`src/rtl/assert_macros.svh`:
```
// Assertion macros shared by the RTL of the slot allocator.
// Depends on nothing; included by the files that carry concurrent assertions.
`ifndef ASSERT_MACROS_SVH
`define ASSERT_MACROS_SVH

// Implication or plain property, checked on the rising edge, quiet in reset.
`define NSA_ASSERT(lbl, clk, rst_n, prop, msg) \
    lbl: assert property (@(posedge clk) disable iff (!rst_n) prop) else $error(msg);

// Property that must also hold while reset is applied.
`define NSA_ASSERT_ALWAYS(lbl, clk, prop, msg) \
    lbl: assert property (@(posedge clk) prop) else $error(msg);

`endif

```
`src/rtl/nsa_ram.sv`:
```
// Generic single-write, single-read RAM with a registered read port.
// Depends on nothing.
`default_nettype none

module nsa_ram #(
    parameter int WIDTH = 8,
    parameter int DEPTH = 16
) (
    input  logic                     i_clk,
    input  logic                     i_we,
    input  logic [$clog2(DEPTH)-1:0] i_waddr,
    input  logic [WIDTH-1:0]         i_wdata,
    input  logic [$clog2(DEPTH)-1:0] i_raddr,
    output logic [WIDTH-1:0]         o_rdata
);

    logic [WIDTH-1:0] r_mem [DEPTH];
    logic [WIDTH-1:0] r_rdata;

    // Write port and registered read port.
    always_ff @(posedge i_clk) begin
        if (i_we) begin
            r_mem[i_waddr] <= i_wdata;
        end
        r_rdata <= r_mem[i_raddr];
    end

    assign o_rdata = r_rdata;

endmodule

`default_nettype wire

```
`config.mk`:
```
export PLATFORM = sky130hd
export DESIGN_NAME = nsa_ram
export DESIGN_NICKNAME = d
export VERILOG_FILES = /design/src/rtl/assert_macros.svh /design/src/rtl/nsa_ram.sv
export SDC_FILE = /design/constraint.sdc
export NUM_CORES = 1
export LEC_CHECK = 0
export ABC_CLOCK_PERIOD_IN_PS = 2600
export BUFFER_PORTS_ARGS = -buffer_cell sky130_fd_sc_hd__buf_2
export CORE_MARGIN = 2
export CORE_UTILIZATION = 45
export CTS_CLUSTER_DIAMETER = 60
export DETAILED_ROUTE_END_ITERATION = 12
export SLEW_MARGIN = 20
export SYNTH_ARGS = -nofsm -noshare
export SYNTH_HDL_FRONTEND = slang
export SYNTH_SLANG_ARGS = --single-unit
```
`constraint.sdc`:
```
create_clock -name i_clk -period 2.6 [get_ports i_clk]
set_clock_uncertainty 0.2 [all_clocks]
set_input_delay 0.26 -clock i_clk [delete_from_list [all_inputs] [get_ports i_clk]]
set_output_delay 0.26 -clock i_clk [all_outputs]
set_load 0.1 [all_outputs]
```
### Word-level counts from Yosys, hierarchy flattened

Memories as Yosys holds them, arrays and structs flattened. A register that Yosys moved wholly into a read port is not among the register bits.
Cells that the tools add are included.

| storage, ports and cells | value |
|---|---|
| memories | 1 |
| logic and storage cells | 3 |
| output and inout bits | 8 |
| flip-flop bits (word level) | 0 |
| memory bits (writable) | 128 |
| bits of input ports | 18 |

| cells by class | value |
|---|---|
| muxes and demuxes | 2 |

Memory list:

| memory | depth | bits a word | read ports | clocked after memory_dff | write ports | line | RTL |
|---|---|---|---|---|---|---|---|
| r_mem | 16 | 8 | 1 | 1 | 1 | nsa_ram.sv:17 | `logic [WIDTH-1:0] r_mem [DEPTH];` |

Operators with widths:

| cell | number |
|---|---|
| 1-bit two-way mux | 2 |

### Longest topological paths before layout

| depth | value |
|---|---|
| depth in word-level cells | 2 |
| depth in mapped cells | 5 |
| mapped depth without buffers | 3 |

### Worst setup path after synthesis

OpenSTA, ideal clock, no wires.

| timing | value |
|---|---|
| kind | input -> register |
| start | in i_waddr[2] |
| end | mem r_mem[0][0] (enable) |
| data required time | 2.017 ns |
| setup slack | 0.647 ns |
| arrival | 1.370 ns |
| library setup time | 0.383 ns |
| stages | 2 |
| path buffers | 0 |
| cells stage by stage | or3b_2 nor3_1 |

RTL lines:

| item | line | RTL |
|---|---|---|
| start, declared | nsa_ram.sv:11 | `input logic [$clog2(DEPTH)-1:0] i_waddr,` |
| end, declared | nsa_ram.sv:17 |  |

No word-level cell before the write port.

### Worst setup path after layout

| timing | value |
|---|---|
| start | reg r_rdata[6] (netlist: o_rdata[6]), read port of r_mem |
| end | out o_rdata[6] |

RTL lines:

| item | line | RTL |
|---|---|---|
| start, declared | nsa_ram.sv:18 | `logic [WIDTH-1:0] r_rdata;` |
| end, declared | nsa_ram.sv:14 | `output logic [WIDTH-1:0] o_rdata` |

No word-level cell between the ends.

==> qor.csv <==
metric;value;unit
setup_tns;0;ps
cap_violations;0;
route.final.wire_length;9630;um
netlist-cell-type-count;19;
sequential_area_share_after_synthesis;77.8;%
post-route-drc-count;0;
clk_latency;420;ps
dp_hpwl;6210;um
critPathMaxStageDelay;440;ps
clk_root_buffer_cell;sky130_fd_sc_hd__clkbuf_16;
adder_cell_fraction_of_synth_area;0;%
critPathKind;reg2out;
synth_ff_type;sky130_fd_sc_hd__edfxtp_1;
run_status;finished, final reports clean;
maxSlewHeadroom;53.2;%
die_width;111;um
clock.fmax;602;MHz
grt.overflow.total;0;
clock_period_minus_worst_slack;1660;ps
critical_path_required;2140;ps
critPathTopFamily;buffers and inverters;
post_drt_via_cell_ratio;5.54;
place.detailed.instances;407;
length_of_the_first_detailed_routing_pass_in_iterations;6;
vdd.ir_drop.worst;0.560;mV
hold_violations;0;
syn_inst;229;
floorplan.rows;39;
numCtsBuffers;17;
yosysMostFrequentCell;sky130_fd_sc_hd__edfxtp_1;
share_of_the_synthesized_area_in_compound_gates_ao_oa_aoi_oai;2.33;%
slew_violations;0;
synth-edff-count;128;
main_combinational_cell_family_by_area_after_synthesis;multiplexers;
netlist_top_cells_area;sky130_fd_sc_hd__edfxtp_1 (75%), sky130_fd_sc_hd__mux4_2 (7.9%), sky130_fd_sc_hd__mux4_1 (7.1%);
grt_first_pass_wirelength;14700;um
path_max_fanout;1;
initial_utilization;45.7;%
layout.cells.non_filler;439;
syn_area;0.00515;mm2
ioPinCount;26;
wire_per_inst;21.9;um
detail-route-antenna-nets;0;
synth-simple-area-share;3.18;%
die_boundary_height;111;um
synthDominantAreaCellType;sky130_fd_sc_hd__edfxtp_1;
grt_pass1_vias;2453;
period_utilization;63.9;%
critical_path.endpoint_type;output pin;
finish.net_count;301;
diodes;0;
path_buf_inv;1;
cts_tree;yes;
grt_start_max_net_pins;33;
rsz0062_at_grt;false;
worstMarginPinSlew;701;ps
mappedNetlistNets;247;
clock_tree.htree_level_count;4;
placement.io_buffers;25;
syn_area_per_cell;22.5;um2
resized_gates_after_cts;0;
cellPowerDensity;870;mW/mm2
gp_congestion;0.743;
synthesis_to_finish_area_growth;20.2;%
floorplan.core_area;0.0113;mm2
crit_path_start_kind;register;
post_synth_mux_area_share;15.0;%
grt_use_total;17.0;%
synthDominantCellAreaShare;74.7;%
worstPathArrival;1200;ps
yosys.area_share.xor_xnor;0;%
cts.hold.buffers_added;0;
clock_pin_slew_of_the_registers_on_the_worst_case_setup_and_hold_paths;60;ps
hold_class;in2reg;
synth.yosys.warnings;0;
routed-via-count;2432;
placedInstanceArea;0.00554;mm2
design_area;0.00619;mm2
crit_slowest_cell;sky130_fd_sc_hd__buf_2;
cts_buffer_depth;2;
die_area;0.0123;mm2
ys_async_sr_fraction;0;%
detail_route.iter0.violations;185;
post-cts-setup-buffers;0;
finalSetupViolations;0;
synth_seq_cells;136;
leak_pwr;2.11;nW
clock_sinks;136;
fraction_of_final_layout_cells_sized_beyond_drive_strength_1;31.8;%
crit_chain;buf_2;
number_of_antenna_violations_at_the_first_check_in_global_routing;0;
post_synth_most_frequent_cells;sky130_fd_sc_hd__edfxtp_1 (128), sky130_fd_sc_hd__mux4_2 (18), sky130_fd_sc_hd__a22oi_1 (16), sky130_fd_sc_hd__mux4_1 (14), sky130_fd_sc_hd__nor2_1 (13);
per-layer routing:
layer,up-vias,global-route usage [%],wire length [um]
met5,-,0,0
met4,0,6.50,85
met3,10,4.87,432
met2,69,25.8,4630
met1,1270,23.5,4490
li1,1083,-,-
logic make-up (layout without fill, tap and decap cells):
| kind of cell | Yosys count | count (layout) |
|---|---|---|
| muxes | 32 | 32 |
| DFF | 136 | 136 |
| and+or+nand+nor | 35 | 35 |
| AOI/OAI and AO/OA | 16 | 16 |
| buffers and inverters | 10 | 77 |
state kept, by name, summed over array words and instances, names as in the netlist:
| register | cells |
|---|---|
| o_rdata | 8 |
| r_mem | 128 |
final cells by class:
class                   instances  area (um2)
well taps                     143         179
fillers                       861        5080
clock buffers                  20         447
clock inverters                12         200
flip-flops and latches        136        4000
repair buffers                 45         300
multi-input cells              83        1060
where the power goes:
part           leakage [nW]  switching, mW  internal [mW]
Sequential             1.22         0.0152           2.45
Combinational         0.585          0.230         0.0993
Clock                 0.306          0.859           1.72
Total                  2.11           1.10           4.28
per-stage QoR:
stage | worst slack, ps | power, mW | util (%) | hold WS [ps]
5_1_grt | 900 | 5.53 | 54.9 | 32.9
6_report | 939 | 5.38 | 54.9 | 33.5
3_3_place_gp | 570 | 2.84 | 49.2 | 451
4_1_cts | 920 | 5.41 | 54.9 | 22.3
2_1_floorplan | 647 | 2.74 | - | 159
3_5_place_dp | 593 | 2.84 | 49.2 | 455
path summary, 6_finish.rpt:
| kind | depth (start not counted) | start | to | slack, ps |
|---|---|---|---|---|
| worst max-delay path | 1 | o_rdata[6]$_DFF_P_ | o_rdata[6] | 940 |
| worst min-delay path | 1 | i_wdata[2] | r_mem[3][2]$_DFFE_PP_ | 30 |
| worst max register to register | 3 | r_mem[1][0]$_DFFE_PP_ | o_rdata[0]$_DFF_P_ | 980 |
| worst min register to register | 3 | r_mem[12][3]$_DFFE_PP_ | o_rdata[3]$_DFF_P_ | 480 |
cell usage in the layout (no fill, tap or decap), types with 2 or more instances in the layout:
| cell type | netlist | layout |
|---|---|---|
| sky130_fd_sc_hd__nand2b_1 | 2 | 2 |
| sky130_fd_sc_hd__buf_2 | 3 | 25 |
| sky130_fd_sc_hd__nor2_1 | 13 | 13 |
| sky130_fd_sc_hd__mux4_1 | 14 | 14 |
| sky130_fd_sc_hd__buf_4 | 1 | 18 |
| sky130_fd_sc_hd__bufinv_16 | 0 | 5 |
| sky130_fd_sc_hd__a22oi_1 | 16 | 16 |
| sky130_fd_sc_hd__clkbuf_16 | 0 | 17 |
| sky130_fd_sc_hd__nor3_1 | 4 | 4 |
| sky130_fd_sc_hd__nand3b_1 | 2 | 2 |
| sky130_fd_sc_hd__buf_12 | 0 | 2 |
| sky130_fd_sc_hd__dfxtp_1 | 8 | 8 |
| sky130_fd_sc_hd__clkinv_2 | 0 | 2 |
| sky130_fd_sc_hd__clkinv_4 | 0 | 2 |
| sky130_fd_sc_hd__nand2_1 | 9 | 9 |
| sky130_fd_sc_hd__edfxtp_1 | 128 | 128 |
| sky130_fd_sc_hd__clkinvlp_4 | 0 | 3 |
| sky130_fd_sc_hd__clkbuf_1 | 0 | 2 |
| sky130_fd_sc_hd__mux4_2 | 18 | 18 |
worst reg2reg max path: stages, from the launching register on:
cell and delay, ps:
sky130_fd_sc_hd__edfxtp_1 370, sky130_fd_sc_hd__mux4_1 530, sky130_fd_sc_hd__a22oi_1 300, sky130_fd_sc_hd__nand2_1 100
Power figures use the tool's default switching activity.
